### src/hdl/fldt_pkg.sv
// shared types, codes and constants of the frame-learned device table
package fldt_pkg;

  // widths sized for a table of up to 256 slots
  localparam int SLOT_W  = 8;
  localparam int COUNT_W = 9;

  // input action codes
  localparam logic [1:0] ACT_BYTE = 2'd0;
  localparam logic [1:0] ACT_TICK = 2'd1;
  localparam logic [1:0] ACT_READ = 2'd2;

  // result kinds
  localparam logic [1:0] KIND_LEARN = 2'd0;
  localparam logic [1:0] KIND_TICK  = 2'd1;
  localparam logic [1:0] KIND_READ  = 2'd2;

  // learn outcomes
  localparam logic [1:0] STAT_REFRESHED = 2'd0;
  localparam logic [1:0] STAT_INSERTED  = 2'd1;
  localparam logic [1:0] STAT_FULL      = 2'd2;

  // configuration register indexes
  localparam logic REG_ENABLED   = 1'b0;
  localparam logic REG_AGE_LIMIT = 1'b1;

  localparam logic [15:0] AGE_LIMIT_RESET = 16'd50;

  // frame parser positions
  localparam logic [4:0] POS_IDLE      = 5'd0;
  localparam logic [4:0] POS_INNER     = 5'd1;
  localparam logic [4:0] POS_HDR_FIRST = 5'd2;
  localparam logic [4:0] POS_HDR_LAST  = 5'd6;
  localparam logic [4:0] POS_TYPE      = 5'd7;
  localparam logic [4:0] POS_EUI_LEN   = 5'd8;
  localparam logic [4:0] POS_EUI_FIRST = 5'd9;
  localparam logic [4:0] POS_EUI_LAST  = 5'd16;
  localparam logic [4:0] POS_MODEL_LEN = 5'd17;

  // frame constants and length budget
  localparam logic [7:0] HDR_LEN       = 8'd5;
  localparam logic [7:0] TYPE_ANNOUNCE = 8'h00;
  localparam logic [7:0] EUI_LEN_CODE  = 8'h08;
  localparam logic [7:0] TYPE_PART     = 8'd1;
  localparam logic [7:0] EUI_PART      = 8'd9;

  // command carried by a token down the cell chain
  typedef enum logic [1:0] {
    CMD_SCAN,
    CMD_INSERT,
    CMD_TICK,
    CMD_READ
  } cmd_t;

  // top-level sequencer states
  typedef enum logic [1:0] {
    ST_IDLE,
    ST_RUN,
    ST_DONE
  } state_t;

  // token handed from cell to cell
  typedef struct packed {
    logic               valid;
    cmd_t               op;
    logic [63:0]        eui;
    logic [SLOT_W-1:0]  index;
    logic               hit;
    logic [SLOT_W-1:0]  hit_idx;
    logic               free_ok;
    logic [SLOT_W-1:0]  free_idx;
    logic [COUNT_W-1:0] count;
    logic               rd_valid;
    logic [63:0]        rd_eui;
    logic [15:0]        rd_age;
  } token_t;

  // fixed header byte expected at a header position
  function automatic logic [7:0] hdr_byte(input logic [4:0] pos);
    logic [7:0] b;
    logic [4:0] off;
    off = pos - POS_HDR_FIRST;
    case (off)
      5'd0:    b = 8'hEF;
      5'd1:    b = 8'hAB;
      5'd2:    b = 8'hCD;
      5'd3:    b = 8'h12;
      5'd4:    b = 8'h34;
      default: b = 8'h00;
    endcase
    return b;
  endfunction

endpackage

### src/hdl/fldt_parser.sv
// byte-wise announcement frame parser with running length checks
module fldt_parser (
  input  logic        clk,
  input  logic        rst_n,
  input  logic        strobe,
  input  logic        first,
  input  logic [7:0]  byte_value,
  output logic        judge,
  output logic [63:0] eui
);

  logic [4:0]  pos_r, pos_nxt;
  logic [7:0]  rem_r, rem_nxt;
  logic        dead_r, dead_nxt;
  logic [63:0] eui_r, eui_nxt;
  logic [7:0]  rem_dec;
  logic [2:0]  byte_sel;

  assign rem_dec  = rem_r - 8'd1;
  assign byte_sel = 3'(pos_r - fldt_pkg::POS_EUI_FIRST);
  assign eui      = eui_r;

  // parse step for one frame byte
  always_comb begin
    pos_nxt  = pos_r;
    rem_nxt  = rem_r;
    dead_nxt = dead_r;
    eui_nxt  = eui_r;
    judge    = 1'b0;
    if (strobe) begin
      if (first) begin
        pos_nxt  = fldt_pkg::POS_INNER;
        dead_nxt = (byte_value < fldt_pkg::HDR_LEN);
        rem_nxt  = (byte_value < fldt_pkg::HDR_LEN) ? byte_value
                                                     : byte_value - fldt_pkg::HDR_LEN;
      end else if (!dead_r) begin
        case (pos_r) inside
          fldt_pkg::POS_INNER: begin
            pos_nxt = fldt_pkg::POS_HDR_FIRST;
          end
          [fldt_pkg::POS_HDR_FIRST:fldt_pkg::POS_HDR_LAST]: begin
            if (byte_value != fldt_pkg::hdr_byte(pos_r)) dead_nxt = 1'b1;
            else pos_nxt = pos_r + 5'd1;
          end
          fldt_pkg::POS_TYPE: begin
            if (rem_r < fldt_pkg::TYPE_PART || byte_value != fldt_pkg::TYPE_ANNOUNCE) begin
              dead_nxt = 1'b1;
            end else begin
              rem_nxt = rem_r - fldt_pkg::TYPE_PART;
              pos_nxt = fldt_pkg::POS_EUI_LEN;
            end
          end
          fldt_pkg::POS_EUI_LEN: begin
            if (rem_r < fldt_pkg::EUI_PART || byte_value != fldt_pkg::EUI_LEN_CODE) begin
              dead_nxt = 1'b1;
            end else begin
              rem_nxt = rem_r - fldt_pkg::EUI_PART;
              pos_nxt = fldt_pkg::POS_EUI_FIRST;
            end
          end
          [fldt_pkg::POS_EUI_FIRST:fldt_pkg::POS_EUI_LAST]: begin
            eui_nxt[{byte_sel, 3'b000} +: 8] = byte_value;
            pos_nxt = pos_r + 5'd1;
          end
          default: begin
            // model-id length byte judges the frame; anything later is dead
            dead_nxt = 1'b1;
            if (pos_r == fldt_pkg::POS_MODEL_LEN && rem_r != 8'd0) begin
              rem_nxt = rem_dec;
              judge   = (rem_dec >= byte_value);
            end
          end
        endcase
      end
    end
  end

  // parser state
  always_ff @(posedge clk) begin
    if (!rst_n) begin
      pos_r  <= fldt_pkg::POS_IDLE;
      rem_r  <= 8'd0;
      dead_r <= 1'b1;
    end else begin
      pos_r  <= pos_nxt;
      rem_r  <= rem_nxt;
      dead_r <= dead_nxt;
    end
  end

  // gathered eui bytes
  always_ff @(posedge clk) begin
    eui_r <= eui_nxt;
  end

endmodule

### config.mk
export PLATFORM = sky130hd
export DESIGN_NAME = fldt_parser
export DESIGN_NICKNAME = d
export VERILOG_FILES = /design/src/hdl/fldt_pkg.sv /design/src/hdl/fldt_parser.sv
export SDC_FILE = /design/constraint.sdc
export NUM_CORES = 1
export LEC_CHECK = 0
export ABC_AREA = 1
export ABC_CLOCK_PERIOD_IN_PS = 3900
export BUFFER_PORTS_ARGS = -buffer_cell sky130_fd_sc_hd__buf_2
export CORE_MARGIN = 1
export CORE_UTILIZATION = 58
export CTS_BUF_LIST = sky130_fd_sc_hd__clkbuf_8
export CTS_CLUSTER_SIZE = 20
export DETAILED_ROUTE_END_ITERATION = 8
export GPL_TIMING_DRIVEN = 0
export PLACE_DENSITY = 0.79
export SLEW_MARGIN = 20
export SYNTH_ARGS = -nofsm -noshare
export SYNTH_HDL_FRONTEND = slang
export SYNTH_SLANG_ARGS = --single-unit
### constraint.sdc
create_clock -name clk -period 3.9 [get_ports clk]
set_input_delay 0.585 -clock clk [delete_from_list [all_inputs] [get_ports clk]]
set_output_delay 0.585 -clock clk [all_outputs]
set_load 0.1 [all_outputs]
==> results.yml <==
outcome:
  outcome: "complete, no violations"
worst_setup_path:
  end_kind: "output port"
  crit_chain: "inv_1 -> ha_1 -> nand2_1 -> nor2_1 -> nand2_1 -> xor2_1 -> ha_1 -> nand2_1 -> o21ai_0 -> a211oi_1 -> nor4_4 -> clkbuf_4"
  cpMostUsedCell: "nand2_1"
  worst-path-buf-inv: 2
  cp.depth: 12
  r2r_end: "eui[4]"
  crit_arrival_ns: 3.05
  rrSetupSlack_ns: 0.42
  cp_max_fo: 4
  path_delay_family: "compound AO/OA/AOI/OAI gates"
  critical_path.startpoint_type: "register"
  max_stage_delay_ns: 0.49
  r2r_cells: 8
  critPathKind: "register to output port"
  r2r_start: "pos_r[0]"
  critical_path_required_ns: 3.31
  cp_slowest_cell: "a211oi_1"
synth:
  synth.distinct_cells: 34
  synthMuxAreaShare: 0
  yosys.area.top_type: "edfxtp_1"
  synth.top_cells.by_count: "nand2_1 (113), nor2_1 (106), edfxtp_1 (64)"
  yosysTopAreaCellShare: 0.435
  synth_compound_area_frac: 0.0669
  synth_edf_count: 64
  synth_top_family_by_area: "simple AND/OR/NAND/NOR gates"
  async_reset_ff_frac: 0
  synth_cells: 526
  synth-xor-area-share: 0.0278
  seq_area_frac_synth: 0.499
  synthAdderAreaFrac: 0.0680
  synth_area_leaders: "edfxtp_1 (44%), nand2_1 (9.6%), nor2_1 (9.0%), ha_1 (6.8%), dfxtp_1 (6.3%)"
  yosysMostFrequentCell: "nand2_1"
  syn_avg_cell_area_sq_um: 8.39
  synth_warnings: 0
  syn_nets: 562
  synth_flop_cell: "edfxtp_1"
  ys_ff_latch: 78
  netlist_area_sq_um: 4410
  synth-simple-area-share: 0.284
pwr:
  peakVddDrop_mv: 0.348
  power.density_nw_per_um2: 461
  p_leak_uw: 0.00230
route:
  drtIter0Drc: 369
  routed_wl_um: 10700
  dr_total_vias: 4040
  postRouteAntennaNets: 0
  vias_per_cell: 5.64
  drtPass1Iterations: 5
  post_drt_wl_per_cell_um: 14.9
  drc: 0
sta:
  clock_skew_ns: 0.00950
  hold_viol: 0
  slew_headroom: 0.546
  min_period_over_period: 0.932
  setup_viol_count_final: 0
  fmax_ghz: 0.275
  final.setup.tns_ns: 0
  timing.final.ws_setup_ns: 0.263
  finalCriticalPeriod_ns: 3.64
  final-max-slew-violation-count: 0
  rsz0062_at_grt: "no"
  tightest_slew_ns: 0.679
global_route:
  grt_overflow_total: 0
  antenna_found_initial: 0
  grt_max_degree: 16
  first_global_vias: 3507
  grt_pass1_wl_um: 16700
  track_usage: 0.283
cts:
  htreeDepth: 3
  clockBufferDepth: 2
  clk_latency_ns: 0.36
  clock_sinks: 78
  path_clk_slew_ns: 0.09
  cts_tree: "yes"
  hold_buffers: 0
  cts_buffers: 9
  ctsRootBufferMaster: "clkbuf_8"
final_layout:
  multi_input_area_sq_um: 2020
  fill_cells: 601
  area.sequential_sq_um: 2200
  final_nets: 648
  syn_to_final_growth_pct: 16.6
  drive_above_1_share: 0.196
  n_antenna_cell: 0
  post-route-cell-area_sq_um: 5150
  utilization: 0.706
place:
  placed_area_sq_um: 4930
  io_buffers: 74
  place_hpwl_um: 8170
  pre_cts_slack_ns: 0.288
  routabilityCongestion: 0.944
job:
  cap_viol_max_count: 0
die:
  row_count: 31
  core_sq_um: 7290
  initial_core_util: 0.605
  die_w_um: 89.2
  die_y_um: 89.2
  die_area_sq_um: 7960
  io_pins: 77
hold_path:
  whs_endpoint: "dead_r"
  hold_start: "strobe"
  hold-path-cell-count: 3
  min_path_type: "primary input to register"
registers in the layout, indices dropped and copies added, names as in the netlist:
register  cells
pos_r         5
rem_r         8
eui          64
dead_r        1
through the flow:
stage	std cells	power [uW]	hold WS, ns
finish	716	2370	0.430
global route	716	2500	0.436
CTS	716	2350	0.424
detailed placement	700	1800	0.518
global placement	699	1770	0.498
floorplan	526	1600	0.475
worst register-to-register path, stage by stage (launching register included):
cell and delay, ns:
dfxtp_1 0.42, buf_2 0.24, inv_1 0.13, ha_1 0.26, nand4_2 0.20, clkinv_1 0.30, nor3_1 0.32, nand4_1 0.52
nor2_1 0.72
cells in the final DEF (no fill, tap or decap), drive strengths merged, types with 5 or more instances in the layout:
cell type / n
nand2: 119
a21oi: 19
edfxtp: 64
nand4: 7
inv: 51
nor2: 110
ha: 24
clkinv: 5
xor2: 11
buf: 77
dfxtp: 14
o21ai: 28
nand3: 34
clkbuf: 18
nor3: 18
cells by family (layout without fill, tap and decap cells):
family                     count (synthesis)  count (layout)
DFF                                       78              78
AOI/OAI and AO/OA                         55              55
buffers and inverters                     62             153
adders and majority gates                 24              24
and+or+nand+nor                          293             293
xor gates and xnor gates                  14              14
how the worst max path moves through the flow:
stage	startpoint	end	slack, ns
2_1_floorplan	rem_r[0]	judge	0.55
3_5_place_dp	pos_r[0]	eui[12]	0.29
4_1_cts	pos_r[0]	judge	0.21
6_report	rem_r[0]	judge	0.26
5_1_grt	pos_r[0]	judge	0.05
3_3_place_gp	pos_r[0]	eui[33]	-0.006
where the power goes:
part | total [uW] | leakage, uW | switching (uW) | internal (uW)
logic | 842 | 0.00148 | 611 | 232
registers | 967 | 0.000739 | 27.4 | 940
clock network | 562 | 0.0000862 | 322 | 240
total | 2370 | 0.00230 | 960 | 1410
layer usage:
metal / GRT usage / share of wire / vias to the layer above
met5: 0 / 0 / -
met4: 0.0909 / 0.018 / 0
met3: 0.0582 / 0.087 / 29
met2: 0.462 / 0.48 / 214
met1: 0.378 / 0.42 / 1871
li1: - / - / 1926
cell type report:
type | instances | area share
sequential | 78 | 0.428
multi-input combinational | 386 | 0.393
timing repair buffer | 75 | 0.0734
inverter | 51 | 0.0372
clock buffer | 9 | 0.0241
tap | 99 | 0.0241
clock inverter | 7 | 0.0109
buffer | 11 | 0.00924
repair_timing:
action                                  CTS  global route
buffers inserted                          0             0
gates resized for setup                   0             1
endpoints found under the setup margin    0             1
hold endpoints to repair                  0             0
Power figures use the tool's default switching activity.
