===== config.mk =====
export PLATFORM = sky130hd
export DESIGN_NAME = fldt_cell
export DESIGN_NICKNAME = d
export VERILOG_FILES = /design/src/hdl/fldt_pkg.sv /design/src/hdl/fldt_cell.sv
export SDC_FILE = /design/constraint.sdc
export NUM_CORES = 1
export LEC_CHECK = 0
export BUFFER_PORTS_ARGS = -buffer_cell sky130_fd_sc_hd__buf_2
export CAP_MARGIN = 20
export CORE_AREA = 2 2 157 159
export DETAILED_ROUTE_END_ITERATION = 8
export DIE_AREA = 0 0 159 161
export GPL_ROUTABILITY_DRIVEN = 0
export PLACE_DENSITY = 0.78
export SETUP_SLACK_MARGIN = 0.02
export SLEW_MARGIN = 30
export SYNTH_ARGS = -nofsm -noshare
export SYNTH_HDL_FRONTEND = slang
export SYNTH_SLANG_ARGS = --single-unit

===== constraint.sdc =====
create_clock -name clk -period 9.2 [get_ports clk]
set_input_delay 1.38 -clock clk [delete_from_list [all_inputs] [get_ports clk]]
set_output_delay 1.38 -clock clk [all_outputs]
set_load 0.01 [all_outputs]

===== src/hdl/fldt_pkg.sv =====
// shared types, codes and constants of the frame-learned device table
package fldt_pkg;

  // widths sized for a table of up to 256 slots
  localparam int SLOT_W  = 8;
  localparam int COUNT_W = 9;

  // input action codes
  localparam logic [1:0] ACT_BYTE = 2'd0;
  localparam logic [1:0] ACT_TICK = 2'd1;
  localparam logic [1:0] ACT_READ = 2'd2;

  // result kinds
  localparam logic [1:0] KIND_LEARN = 2'd0;
  localparam logic [1:0] KIND_TICK  = 2'd1;
  localparam logic [1:0] KIND_READ  = 2'd2;

  // learn outcomes
  localparam logic [1:0] STAT_REFRESHED = 2'd0;
  localparam logic [1:0] STAT_INSERTED  = 2'd1;
  localparam logic [1:0] STAT_FULL      = 2'd2;

  // configuration register indexes
  localparam logic REG_ENABLED   = 1'b0;
  localparam logic REG_AGE_LIMIT = 1'b1;

  localparam logic [15:0] AGE_LIMIT_RESET = 16'd50;

  // frame parser positions
  localparam logic [4:0] POS_IDLE      = 5'd0;
  localparam logic [4:0] POS_INNER     = 5'd1;
  localparam logic [4:0] POS_HDR_FIRST = 5'd2;
  localparam logic [4:0] POS_HDR_LAST  = 5'd6;
  localparam logic [4:0] POS_TYPE      = 5'd7;
  localparam logic [4:0] POS_EUI_LEN   = 5'd8;
  localparam logic [4:0] POS_EUI_FIRST = 5'd9;
  localparam logic [4:0] POS_EUI_LAST  = 5'd16;
  localparam logic [4:0] POS_MODEL_LEN = 5'd17;

  // frame constants and length budget
  localparam logic [7:0] HDR_LEN       = 8'd5;
  localparam logic [7:0] TYPE_ANNOUNCE = 8'h00;
  localparam logic [7:0] EUI_LEN_CODE  = 8'h08;
  localparam logic [7:0] TYPE_PART     = 8'd1;
  localparam logic [7:0] EUI_PART      = 8'd9;

  // command carried by a token down the cell chain
  typedef enum logic [1:0] {
    CMD_SCAN,
    CMD_INSERT,
    CMD_TICK,
    CMD_READ
  } cmd_t;

  // top-level sequencer states
  typedef enum logic [1:0] {
    ST_IDLE,
    ST_RUN,
    ST_DONE
  } state_t;

  // token handed from cell to cell
  typedef struct packed {
    logic               valid;
    cmd_t               op;
    logic [63:0]        eui;
    logic [SLOT_W-1:0]  index;
    logic               hit;
    logic [SLOT_W-1:0]  hit_idx;
    logic               free_ok;
    logic [SLOT_W-1:0]  free_idx;
    logic [COUNT_W-1:0] count;
    logic               rd_valid;
    logic [63:0]        rd_eui;
    logic [15:0]        rd_age;
  } token_t;

  // fixed header byte expected at a header position
  function automatic logic [7:0] hdr_byte(input logic [4:0] pos);
    logic [7:0] b;
    logic [4:0] off;
    off = pos - POS_HDR_FIRST;
    case (off)
      5'd0:    b = 8'hEF;
      5'd1:    b = 8'hAB;
      5'd2:    b = 8'hCD;
      5'd3:    b = 8'h12;
      5'd4:    b = 8'h34;
      default: b = 8'h00;
    endcase
    return b;
  endfunction

endpackage


===== src/hdl/fldt_cell.sv =====
// one device slot of the table, acting on the token as it passes
module fldt_cell #(
  parameter int IDX = 0
) (
  input  logic                clk,
  input  logic                rst_n,
  input  logic [15:0]         stamp,
  input  logic [15:0]         age_limit,
  input  fldt_pkg::token_t    tok_in,
  output fldt_pkg::token_t    tok_out
);

  localparam int SW = fldt_pkg::SLOT_W;
  localparam logic [SW-1:0] MY_IDX = SW'(IDX);

  logic             valid_r, valid_nxt;
  logic [63:0]      eui_r, eui_nxt;
  logic [15:0]      seen_r, seen_nxt;
  logic [15:0]      age;
  fldt_pkg::token_t tok_r, tok_nxt;

  assign age     = stamp - seen_r;
  assign tok_out = tok_r;

  // slot update and token annotation
  always_comb begin
    valid_nxt = valid_r;
    eui_nxt   = eui_r;
    seen_nxt  = seen_r;
    tok_nxt   = tok_in;
    if (tok_in.valid) begin
      unique case (tok_in.op)
        fldt_pkg::CMD_SCAN: begin
          if (valid_r && eui_r == tok_in.eui && !tok_in.hit) begin
            tok_nxt.hit     = 1'b1;
            tok_nxt.hit_idx = MY_IDX;
            seen_nxt        = stamp;
          end
          if (!valid_r && !tok_in.free_ok) begin
            tok_nxt.free_ok  = 1'b1;
            tok_nxt.free_idx = MY_IDX;
          end
        end
        fldt_pkg::CMD_INSERT: begin
          if (tok_in.index == MY_IDX) begin
            valid_nxt = 1'b1;
            eui_nxt   = tok_in.eui;
            seen_nxt  = stamp;
          end
        end
        fldt_pkg::CMD_TICK: begin
          if (valid_r && age > age_limit) begin
            valid_nxt     = 1'b0;
            tok_nxt.count = tok_in.count + 1'b1;
          end
        end
        fldt_pkg::CMD_READ: begin
          if (tok_in.index == MY_IDX && valid_r) begin
            tok_nxt.rd_valid = 1'b1;
            tok_nxt.rd_eui   = eui_r;
            tok_nxt.rd_age   = age;
          end
        end
        default: begin
          tok_nxt = tok_in;
        end
      endcase
    end
  end

  // slot occupancy and token stage
  always_ff @(posedge clk) begin
    if (!rst_n) begin
      valid_r <= 1'b0;
      tok_r   <= '0;
    end else begin
      valid_r <= valid_nxt;
      tok_r   <= tok_nxt;
    end
  end

  // slot contents
  always_ff @(posedge clk) begin
    eui_r  <= eui_nxt;
    seen_r <= seen_nxt;
  end

endmodule


==> results of run 1 <==
stage by stage:
stage,area (um^2),setup WS [ns],instances
floorplan,10200,4.18,967
global placement,12500,3.92,1655
detailed placement,12500,3.91,1655
CTS,13400,4.43,1707
global route,13400,4.09,1708
finish,13400,4.35,1708
power breakdown:
group          leakage (nW)  total, mW  internal [mW]  switching [mW]
logic                  3.53      0.262          0.114           0.148
clock network         0.454       1.09          0.633           0.462
registers              2.25       1.25           1.24          0.0105
total                  6.24       2.61           1.99           0.620
area by class of cell:
| class | count | area, um^2 | share of cell area [%] |
|---|---|---|---|
| Sequential cell | 264 | 6090 | 45.4 |
| Multi-Input combinational cell | 615 | 3770 | 28.1 |
| Timing Repair Buffer | 405 | 2060 | 15.4 |
| Clock buffer | 41 | 841 | 6.27 |
| Tap cell | 324 | 405 | 3.02 |
| Inverter | 48 | 183 | 1.36 |
| Clock inverter | 11 | 66.3 | 0.494 |
routing by layer:
metal	up-vias	routed length (um)	track usage (%)
li1	4072	-	-
met3	51	2690	5.83
met1	4026	12300	28.7
met4	2	731	6.32
met2	389	16200	44.1
met5	-	13	0
critical path, stage by stage:
cell	delay, ns
buf_2	0.11
inv_1	0.05
ha_1	0.17
inv_1	0.06
fa_1	0.42
a211oi_1	0.28
o21ai_0	0.22
a21o_1	0.21
a31o_2	0.25
a21oi_1	0.21
xnor2_1	0.09
ha_1	0.30
nand2_1	0.10
o41ai_1	0.51
o31ai_2	0.25
or4_1	0.52
a21oi_1	0.15
synth_stat cells (6+ instances only):
cell type | count | area [um^2]
and2_1 | 84 | 526
edfxtp_1 | 80 | 2400
nand2_1 | 154 | 578
o22ai_1 | 6 | 37.5
o21a_1 | 7 | 52.6
nor4_1 | 11 | 68.8
a21o_1 | 6 | 45.0
or3_1 | 8 | 50.1
nand2b_1 | 6 | 37.5
ha_1 | 32 | 400
nand3_1 | 14 | 70.1
clkbuf_1 | 32 | 120
nand4_1 | 12 | 75.1
a21oi_1 | 90 | 450
xnor2_1 | 27 | 236
nor2b_1 | 14 | 87.6
inv_1 | 48 | 180
nor2_1 | 34 | 128
o21ai_0 | 14 | 70.1
nor3_1 | 6 | 30.0
dfxtp_1 | 184 | 3680
xor2_1 | 34 | 298
sequential cells by signal, indices dropped and copies added (netlist names):
name	count
eui_r	64
seen_r	16
tok_out	183
valid_r	1
kinds of logic after synthesis:
logic type               count (synthesis)  share of synthesized area [%]
flip-flops                             264                           59.7
AO/OA/AOI/OAI                          158                           9.49
AND/OR/NAND/NOR                        360                           17.7
multiplexers                             3                          0.295
adder cells (fa/ha/maj)                 33                           4.12
XOR/XNOR                                61                           5.24
buffers and inverters                   88                           3.47
how the worst max path moves through the flow:
stage	slack, ns	to	cells past startpoint
final	4.35	tok_out[86]$_SDFF_PN0_	17
after detailed placement	3.91	tok_out[86]$_SDFF_PN0_	17
after CTS	4.43	tok_out[86]$_SDFF_PN0_	17
after global routing	4.09	tok_out[86]$_SDFF_PN0_	17
after global placement	3.92	tok_out[86]$_SDFF_PN0_	17
after floorplan	4.18	eui_r[0]$_DFFE_PP_	3
==> tab_implementation.tex, run 1 <==
\begin{tabular}{lr}
\hline
Metric & Value \\
\hline
\multicolumn{2}{l}{\textbf{Timing}} \\
Slew margin rel. & 43.9\% \\
Setup Total Neg Slack & 0 ns \\
Final Cycle Share & 52.7\% \\
Setup Skew & 0.0184 ns \\
Final slew viol count & 0 \\
Worst-margin pin slew & 0.841 ns \\
Setup violation total in the final timing report & 0 \\
Worst hold slack & 0.556 ns \\
Final count of hold timing violations & 0 \\
Time the final worst path needs with I/O delays and setup & 4.85 ns \\
Maximum achievable frequency & 206 MHz \\
Unrepaired setup endpoints after global routing & no \\
\multicolumn{2}{l}{\textbf{CTS}} \\
Count of instances resized after the clock tree is built & 0 \\
Clock tree from TritonCTS & yes \\
Clock tree root buffer cell & clkbuf\_16 \\
Clk sinks & 264 \\
H-tree levels & 1 \\
Clock latency on the worst-skew pair & 0.54 ns \\
CTS Hold Bufs & 0 \\
Clock-pin slew on the worst setup and hold paths & 0.06 ns \\
Max Root-Sink Buffers & 3 \\
Buffers inserted by post-CTS timing repair & 0 \\
Inserted Clock Buffers & 28 \\
\multicolumn{2}{l}{\textbf{Drt}} \\
Routed via count divided by cell count & 5.00 \\
Iter 0 DRT Violations & 565 \\
Final routed DRC violation total & 0 \\
Total number of vias & 8540 \\
Final ANT Viol Nets & 0 \\
Post-DR wirelength/cell & 18.7 um \\
Final WL & 31900 um \\
Number of search-and-repair iterations in the first detailed-routing pass & 5 \\
\multicolumn{2}{l}{\textbf{Global routing}} \\
Initial antenna violation count & 1 \\
Pin count of the biggest net entering global routing & 90 \\
Global-route wire length before repair & 48600 um \\
Global route total overflow & 0 \\
Gr usage total & 24.2\% \\
Number of global-route vias before repair & 8606 \\
\multicolumn{2}{l}{\textbf{Synth}} \\
Top flip-flop cell by instance count after synthesis & dfxtp\_1 \\
Synthesized cell area & 0.0102 mm\^{}2 \\
Library cells used by synthesis & 60 \\
Count of flip-flops with a built-in enable after synthesis & 80 \\
Gate Count Post-Synth & 967 \\
Sequential cell area fraction in the yosys report & 59.7\% \\
Number of warnings issued by yosys & 0 \\
Syn Area/Cell & 10.5 um\^{}2 \\
Net Count, Synth & 1217 \\
Proportion of synthesized flip-flops having asynchronous set or reset & 0\% \\
Seq cells post-synth & 264 \\
\multicolumn{2}{l}{\textbf{Worst setup path}} \\
Critical Path Start & stamp[0] \\
Capture instance of the worst register-to-register path & tok\_out[86]\$\_SDFF\_PN0\_ \\
Launching point of the worst reg2reg path & seen\_r[0]\$\_DFFE\_PP\_ \\
Worst path required time & 9.65 ns \\
Flop-to-flop setup slack & 5.00 ns \\
Critical path arrival & 5.30 ns \\
Startpoint type of the worst setup path & primary input \\
Endpoint class of the critical path & register \\
Type of the worst setup path & in2reg \\
R2R depth & 15 \\
Top fanout value on the critical path & 12 \\
\multicolumn{2}{l}{\textbf{Flow run}} \\
Max-capacitance violation count & 0 \\
\multicolumn{2}{l}{\textbf{Placed design}} \\
Post-detail-place hpwl & 24000 um \\
Count of input and output buffers & 399 \\
\multicolumn{2}{l}{\textbf{Hold path}} \\
Path class of the lowest-slack min-delay path & reg2reg \\
Hold Crit Start & eui\_r[4]\$\_DFFE\_PP\_ \\
Cell depth of the worst hold path & 2 \\
Endpoint, Worst Hold & tok\_out[20]\$\_SDFF\_PN0\_ \\
\multicolumn{2}{l}{\textbf{Die}} \\
Floorplan Core Area & 0.0240 mm\^{}2 \\
Width of the die & 159 um \\
Initial cell density of the core & 42.5\% \\
Floorplan die height & 161 um \\
Std cell rows & 57 \\
Top-level port count & 400 \\
Total Die Area & 0.0256 mm\^{}2 \\
\multicolumn{2}{l}{\textbf{Pwr}} \\
Static power due to leakage & 6.24 nW \\
Final Total Pwr & 2.61 mW \\
Peak supply drop & 0.155 mV \\
PD cells & 194 mW/mm\^{}2 \\
\multicolumn{2}{l}{\textbf{Finish}} \\
Share of the core filled with cells in the final layout & 56.0\% \\
Number of diodes added for antenna fixing & 0 \\
Area grow syn2layout & 31.6\% \\
Most common cell after layout, fill and taps aside & buf\_2 \\
Fill count & 2113 \\
Net count of the finished layout & 1612 \\
Layout cell share with drive strength beyond 1 & 33.7\% \\
Commonest cells after routing, fill and taps aside & buf\_2, dfxtp\_1, nand2\_1 \\
\multicolumn{2}{l}{\textbf{Run status}} \\
Status & complete, no violations \\
\hline
\end{tabular}
Power figures use the tool's default switching activity.
==> run 2: changes to the inputs <==
- ABC_AREA: unset -> 1
- CORE_AREA: 2 2 157 159 -> unset
- CORE_ASPECT_RATIO: unset -> 1.5
- CORE_MARGIN: unset -> 2
- CORE_UTILIZATION: unset -> 45
- DIE_AREA: 0 0 159 161 -> unset
- PLACE_DENSITY: 0.78 -> 0.83
- clock period: 9.2 -> 4.2 ns (I/O delays scaled with it)
==> tab_implementation.tex, run 2 <==
\begin{tabular}{lr}
\hline
Metric & Value \\
\hline
\multicolumn{2}{l}{\textbf{Worst setup path}} \\
R2R depth & 20 \\
Flop-to-flop setup slack & 0.73 ns \\
Capture instance of the worst register-to-register path & tok\_out[86]\$\_SDFF\_PN0\_ \\
Launching point of the worst reg2reg path & seen\_r[2]\$\_DFFE\_PP\_ \\
Worst path required time & 4.61 ns \\
Type of the worst setup path & reg2reg \\
Top fanout value on the critical path & 5 \\
Critical path arrival & 3.87 ns \\
Startpoint type of the worst setup path & register \\
Endpoint class of the critical path & register \\
\multicolumn{2}{l}{\textbf{Pwr}} \\
Peak supply drop & 0.401 mV \\
Static power due to leakage & 7.84 nW \\
PD cells & 408 mW/mm\^{}2 \\
\multicolumn{2}{l}{\textbf{Die}} \\
Width of the die & 131 um \\
Floorplan Core Area & 0.0242 mm\^{}2 \\
Total Die Area & 0.0257 mm\^{}2 \\
Initial cell density of the core & 45.4\% \\
Std cell rows & 70 \\
Floorplan die height & 195 um \\
Top-level port count & 400 \\
\multicolumn{2}{l}{\textbf{CTS}} \\
H-tree levels & 1 \\
CTS Hold Bufs & 0 \\
Clock-pin slew on the worst setup and hold paths & 0.07 ns \\
Inserted Clock Buffers & 24 \\
Max Root-Sink Buffers & 3 \\
Buffers inserted by post-CTS timing repair & 0 \\
Clock tree root buffer cell & clkbuf\_16 \\
Clock tree from TritonCTS & yes \\
Count of instances resized after the clock tree is built & 0 \\
Clock latency on the worst-skew pair & 0.53 ns \\
Clk sinks & 264 \\
\multicolumn{2}{l}{\textbf{Synth}} \\
Number of warnings issued by yosys & 0 \\
Net Count, Synth & 1547 \\
Area share of the largest cell type after synthesis & 33.6\% \\
Proportion of synthesized flip-flops having asynchronous set or reset & 0\% \\
Gate Count Post-Synth & 1297 \\
Count of flip-flops with a built-in enable after synthesis & 80 \\
Leading cell type by number of instances after synthesis & inv\_1 \\
Leading cell types by total area after synthesis & dfxtp\_1, edfxtp\_1, inv\_1 \\
Most instantiated cells after synthesis & inv\_1, nand2\_1, dfxtp\_1, o21ai\_0, a21oi\_1 \\
Synthesized cell area & 0.0110 mm\^{}2 \\
Library cells used by synthesis & 32 \\
Sequential cell area fraction in the yosys report & 55.5\% \\
Seq cells post-synth & 264 \\
Top flip-flop cell by instance count after synthesis & dfxtp\_1 \\
Post-synth top area cell & dfxtp\_1 \\
Syn Area/Cell & 8.46 um\^{}2 \\
\multicolumn{2}{l}{\textbf{Finish}} \\
Post-route design area & 0.0140 mm\^{}2 \\
Net count of the finished layout & 1942 \\
Flip-flop and latch area & 0.00609 mm\^{}2 \\
Most common cell after layout, fill and taps aside & buf\_2 \\
Area grow syn2layout & 28.0\% \\
Flip-flop count of the largest register after layout & 183 \\
Fill count & 2114 \\
Commonest cells after routing, fill and taps aside & buf\_2, inv\_1, nand2\_1 \\
Layout cell share with drive strength beyond 1 & 26.6\% \\
Post-route insts no fill & 2035 \\
Multi-input logic area & 0.00351 mm\^{}2 \\
\multicolumn{2}{l}{\textbf{Drt}} \\
Post-DR wirelength/cell & 16.2 um \\
Final WL & 33100 um \\
Iter 0 DRT Violations & 451 \\
Final ANT Viol Nets & 0 \\
Routed via count divided by cell count & 4.80 \\
Number of search-and-repair iterations in the first detailed-routing pass & 5 \\
Total number of vias & 9767 \\
Final routed DRC violation total & 0 \\
\multicolumn{2}{l}{\textbf{Global routing}} \\
Met2 Use GR & 46.7\% \\
Met3 Resource Use GR & 4.67\% \\
Number of global-route vias before repair & 9943 \\
Initial antenna violation count & 2 \\
Global routing usage on met1 & 26.9\% \\
Global-route wire length before repair & 50800 um \\
Global route total overflow & 0 \\
Gr usage total & 25.1\% \\
Pin count of the biggest net entering global routing & 103 \\
Most heavily used metal layer in global routing & met2 \\
\multicolumn{2}{l}{\textbf{Flow run}} \\
Max-capacitance violation count & 0 \\
\multicolumn{2}{l}{\textbf{Hold path}} \\
Cell depth of the worst hold path & 1 \\
Path class of the lowest-slack min-delay path & in2reg \\
Hold Crit Start & stamp[14] \\
Endpoint, Worst Hold & seen\_r[14]\$\_DFFE\_PP\_ \\
\multicolumn{2}{l}{\textbf{Timing}} \\
Slew margin rel. & 38.0\% \\
Fin worst setup slack & 0.735 ns \\
Maximum achievable frequency & 289 MHz \\
Time the final worst path needs with I/O delays and setup & 3.47 ns \\
Worst-margin pin slew & 0.930 ns \\
Unrepaired setup endpoints after global routing & no \\
Setup Skew & 0.0152 ns \\
Final Cycle Share & 82.5\% \\
Setup violation total in the final timing report & 0 \\
Setup Total Neg Slack & 0 ns \\
Final slew viol count & 0 \\
Final count of hold timing violations & 0 \\
\multicolumn{2}{l}{\textbf{Placed design}} \\
Cell area after placement & 0.0132 mm\^{}2 \\
Cell total after placement & 1990 \\
Worst slack, placed & 0.419 ns \\
Post-detail-place hpwl & 25300 um \\
Count of input and output buffers & 399 \\
\multicolumn{2}{l}{\textbf{Run status}} \\
Status & complete, no violations \\
\hline
\end{tabular}
-- run 2: cell type report --
type                       count  share of cell area, %
antenna                        1                 0.0178
clock buffer                  37                   5.14
clock inverter                 7                  0.615
inverter                     308                   8.24
multi-input combinational    688                   25.0
sequential                   264                   43.4
tap                          324                   2.89
timing repair buffer         406                   14.7
-- run 2: how the worst max path moves through the flow --
stage                              startpoint                endpoint  slack [ns]  cells past startpoint
after global placement               stamp[2]  tok_out[81]$_SDFF_PN0_        0.60                     21
final                     seen_r[2]$_DFFE_PP_  tok_out[86]$_SDFF_PN0_        0.73                     20
after detailed placement             stamp[2]  tok_out[82]$_SDFF_PN0_        0.42                     21
after floorplan                   tok_in[108]      eui_r[0]$_DFFE_PP_        0.15                      4
after CTS                 seen_r[2]$_DFFE_PP_  tok_out[82]$_SDFF_PN0_        0.80                     21
after global routing      seen_r[2]$_DFFE_PP_  tok_out[86]$_SDFF_PN0_        0.48                     20
-- run 2: through the flow --
| stage | hold WS (ns) | utilization (%) | power, mW |
|---|---|---|---|
| finish | 0.293 | 58.1 | 5.72 |
| detailed placement | 0.557 | 54.7 | 3.51 |
| global placement | 0.532 | 54.7 | 3.48 |
| floorplan | 0.508 | - | 3.16 |
| CTS | 0.263 | 58.1 | 5.76 |
| global route | 0.274 | 58.1 | 5.94 |
-- run 2: logic make-up after synthesis --
family / synth area share, %
and+or+nand+nor: 15.3
buffers and inverters: 12.7
DFF: 55.5
AOI/OAI and AO/OA: 10.2
adders and majority gates: 3.83
xor gates and xnor gates: 2.39
-- run 2: power breakdown --
group	switching, mW	leakage (nW)	internal, mW
combinational	0.429	5.19	0.280
sequential	0.0262	2.25	2.72
clock	0.953	0.395	1.31
-- run 2: layer usage --
metal	wire length (um)	part of all wire, %	up-vias
li1	-	-	4781
met1	12000	36	4440
met2	17200	52	440
met3	2190	6.6	104
met4	1600	4.8	2
met5	11	0.033	-
-- run 2: worst max-delay path, stage by stage (launching register included) --
cell and delay [ns]:
edfxtp_1 0.32, inv_1 0.04, ha_1 0.34, a21oi_1 0.19
nand2_1 0.11, a21oi_1 0.27, o21bai_1 0.21, nand2_1 0.12
nand2_1 0.06, nand2_1 0.06, nand2_1 0.13, ha_1 0.34
nand2_1 0.05, nand2_1 0.05, nand2_1 0.04, a21oi_1 0.15
nor2_1 0.08, a21boi_1 0.37, nand3_1 0.15, o21ai_0 0.19
nor2_1 0.07
==> run 3: changes to the inputs <==
- clock period: 4.2 -> 2.8 ns (I/O delays scaled with it)
==> tab_implementation.tex, run 3 (synthesized netlist as in run 2, its figures left out) <==
\begin{tabular}{lr}
\hline
Metric & Value \\
\hline
\multicolumn{2}{l}{\textbf{Run status}} \\
Status & finished, violations left \\
Violated checks & setup timing \\
\multicolumn{2}{l}{\textbf{Hold path}} \\
Cell depth of the worst hold path & 3 \\
Path class of the lowest-slack min-delay path & in2reg \\
\multicolumn{2}{l}{\textbf{Finish}} \\
Share of the core filled with cells in the final layout & 61.8\% \\
Post-route design area & 0.0149 mm\^{}2 \\
Net count of the finished layout & 2002 \\
Fill count & 1948 \\
Flip-flop count of the largest register after layout & 183 \\
Area grow syn2layout & 36.1\% \\
Most common cell after layout, fill and taps aside & buf\_2 \\
Commonest cells after routing, fill and taps aside & buf\_2, inv\_1, nand2\_1 \\
Layout cell share with drive strength beyond 1 & 33.0\% \\
\multicolumn{2}{l}{\textbf{Pwr}} \\
PD cells & 596 mW/mm\^{}2 \\
Static power due to leakage & 8.19 nW \\
Peak supply drop & 0.535 mV \\
\multicolumn{2}{l}{\textbf{Timing}} \\
Setup Total Neg Slack & -1.55 ns \\
Fin worst setup slack & -0.189 ns \\
Final count of hold timing violations & 0 \\
Time the final worst path needs with I/O delays and setup & 2.99 ns \\
Final Cycle Share & 107\% \\
Setup Skew & 0.0131 ns \\
Maximum achievable frequency & 335 MHz \\
Slew margin rel. & 50.8\% \\
Setup violation total in the final timing report & 11 \\
Worst-margin pin slew & 0.738 ns \\
Final slew viol count & 0 \\
Unrepaired setup endpoints after global routing & yes \\
\multicolumn{2}{l}{\textbf{CTS}} \\
Clock latency on the worst-skew pair & 0.53 ns \\
Clock tree root buffer cell & clkbuf\_16 \\
Clock-pin slew on the worst setup and hold paths & 0.07 ns \\
Clk sinks & 264 \\
Max Root-Sink Buffers & 3 \\
Clock tree from TritonCTS & yes \\
H-tree levels & 1 \\
CTS Hold Bufs & 0 \\
Inserted Clock Buffers & 24 \\
\multicolumn{2}{l}{\textbf{Worst setup path}} \\
Biggest cell delay along the critical path & 0.36 ns \\
Top fanout value on the critical path & 5 \\
Type of the worst setup path & reg2reg \\
R2R depth & 17 \\
Startpoint type of the worst setup path & register \\
Critical path arrival & 3.41 ns \\
Worst path required time & 3.22 ns \\
Endpoint class of the critical path & register \\
Slowest stage cell, crit path & ha\_1 \\
Critical path cell sequence & inv\_1 > ha\_1 > nand2\_1 > inv\_1 > nand3\_1 > nor3\_1 > nand2\_1 > nand3b\_1 > nand2\_2 > ha\_4 > nand4\_1 > nor2\_2 > nand2\_2 > a21boi\_4 > nand3\_1 > o21ai\_1 > nor2\_1 \\
\multicolumn{2}{l}{\textbf{Die}} \\
Floorplan Core Area & 0.0242 mm\^{}2 \\
Std cell rows & 70 \\
Width of the die & 131 um \\
Floorplan die height & 195 um \\
Total Die Area & 0.0257 mm\^{}2 \\
Top-level port count & 400 \\
Initial cell density of the core & 45.4\% \\
\multicolumn{2}{l}{\textbf{Drt}} \\
Number of search-and-repair iterations in the first detailed-routing pass & 7 \\
Routed via count divided by cell count & 4.82 \\
Final ANT Viol Nets & 0 \\
Post-DR wirelength/cell & 16.6 um \\
Final routed DRC violation total & 0 \\
Final WL & 34700 um \\
Iter 0 DRT Violations & 647 \\
Total number of vias & 10100 \\
\multicolumn{2}{l}{\textbf{Flow run}} \\
Max-capacitance violation count & 0 \\
\multicolumn{2}{l}{\textbf{Global routing}} \\
Gr usage total & 26.2\% \\
Global-route wire length before repair & 52900 um \\
Global route total overflow & 0 \\
Initial antenna violation count & 2 \\
Pin count of the biggest net entering global routing & 116 \\
Number of global-route vias before repair & 10200 \\
\multicolumn{2}{l}{\textbf{Placed design}} \\
Cell area after placement & 0.0136 mm\^{}2 \\
Post-detail-place hpwl & 25700 um \\
Count of input and output buffers & 399 \\
\hline
\end{tabular}
-- run 3: cell types whose count changed in the layout (fill, tap and decap cells not counted), moves of 10 or more --
| cell | change |
|---|---|
| nand3_1 | -10 |
| ha_4 | +10 |
| ha_1 | -12 |
| nand2_2 | +12 |
| nand3_2 | +10 |
| nand2_1 | -13 |
| buf_4 | +56 |
-- run 3: what timing repair did --
item                                    in CTS  in global routing
endpoints found under the setup margin      10                 11
buffers inserted                            12                  2
gates cloned                                 0                  0
resized for setup                           50                 34
pin swaps                                   23                 24
-- run 3: final timing paths --
kind | start | endpoint | slack [ns]
setup reg to reg | seen_r[11]$_DFFE_PP_ | tok_out[84]$_SDFF_PN0_ | -0.19
hold reg to reg | eui_r[47]$_DFFE_PP_ | tok_out[63]$_SDFF_PN0_ | 0.56
setup / recovery | seen_r[11]$_DFFE_PP_ | tok_out[84]$_SDFF_PN0_ | -0.19
hold / removal | tok_in[108] | tok_out[108]$_SDFF_PN0_ | 0.08
-- run 3: area by class of cell --
class / instances / area [um^2] / area share [%]
well taps: 324 / 405 / 2.72
flip-flops and latches: 264 / 6090 / 40.8
inverters: 308 / 1160 / 7.74
diodes: 3 / 7.51 / 0.0503
clock buffers: 41 / 788 / 5.28
repair buffers: 466 / 2550 / 17.1
clock inverters: 3 / 45.0 / 0.302
multi-input cells: 688 / 3890 / 26.0
-- run 3: layer usage --
layer | track usage (%) | share of wire [%]
met1 | 28.5 | 36
met5 | 0 | 0
met3 | 4.67 | 6.6
met4 | 12.7 | 4.9
met2 | 48.9 | 52
-- run 3: metrics by stage --
| stage | cells | setup slack (ns) | hold WS [ns] | total power, mW |
|---|---|---|---|---|
| floorplan | 1297 | -0.0857 | 0.508 | 4.75 |
| CTS | 2092 | -0.121 | 0.0572 | 8.88 |
| detailed placement | 2036 | -0.479 | 0.550 | 5.37 |
| global placement | 2036 | -0.364 | 0.531 | 5.33 |
| finish | 2097 | -0.189 | 0.0792 | 8.89 |
| global route | 2095 | -0.360 | 0.0707 | 9.22 |
-- run 3: power breakdown --
| part | switching (mW) | total [mW] | internal (mW) | leakage [nW] |
|---|---|---|---|---|
| clock network | 1.43 | 3.44 | 2.01 | 0.408 |
| logic | 0.751 | 1.32 | 0.573 | 5.52 |
| registers | 0.0368 | 4.12 | 4.09 | 2.25 |
| total | 2.22 | 8.89 | 6.67 | 8.19 |
-- run 3: critical path, delay by kind of cell, from the launching register on --
kind	cells	cell delay [ns]
AO/OA/AOI/OAI	2	0.40
adder cells (fa/ha/maj)	2	0.64
flip-flops	1	0.33
buffers and inverters	2	0.17
AND/OR/NAND/NOR	11	1.36
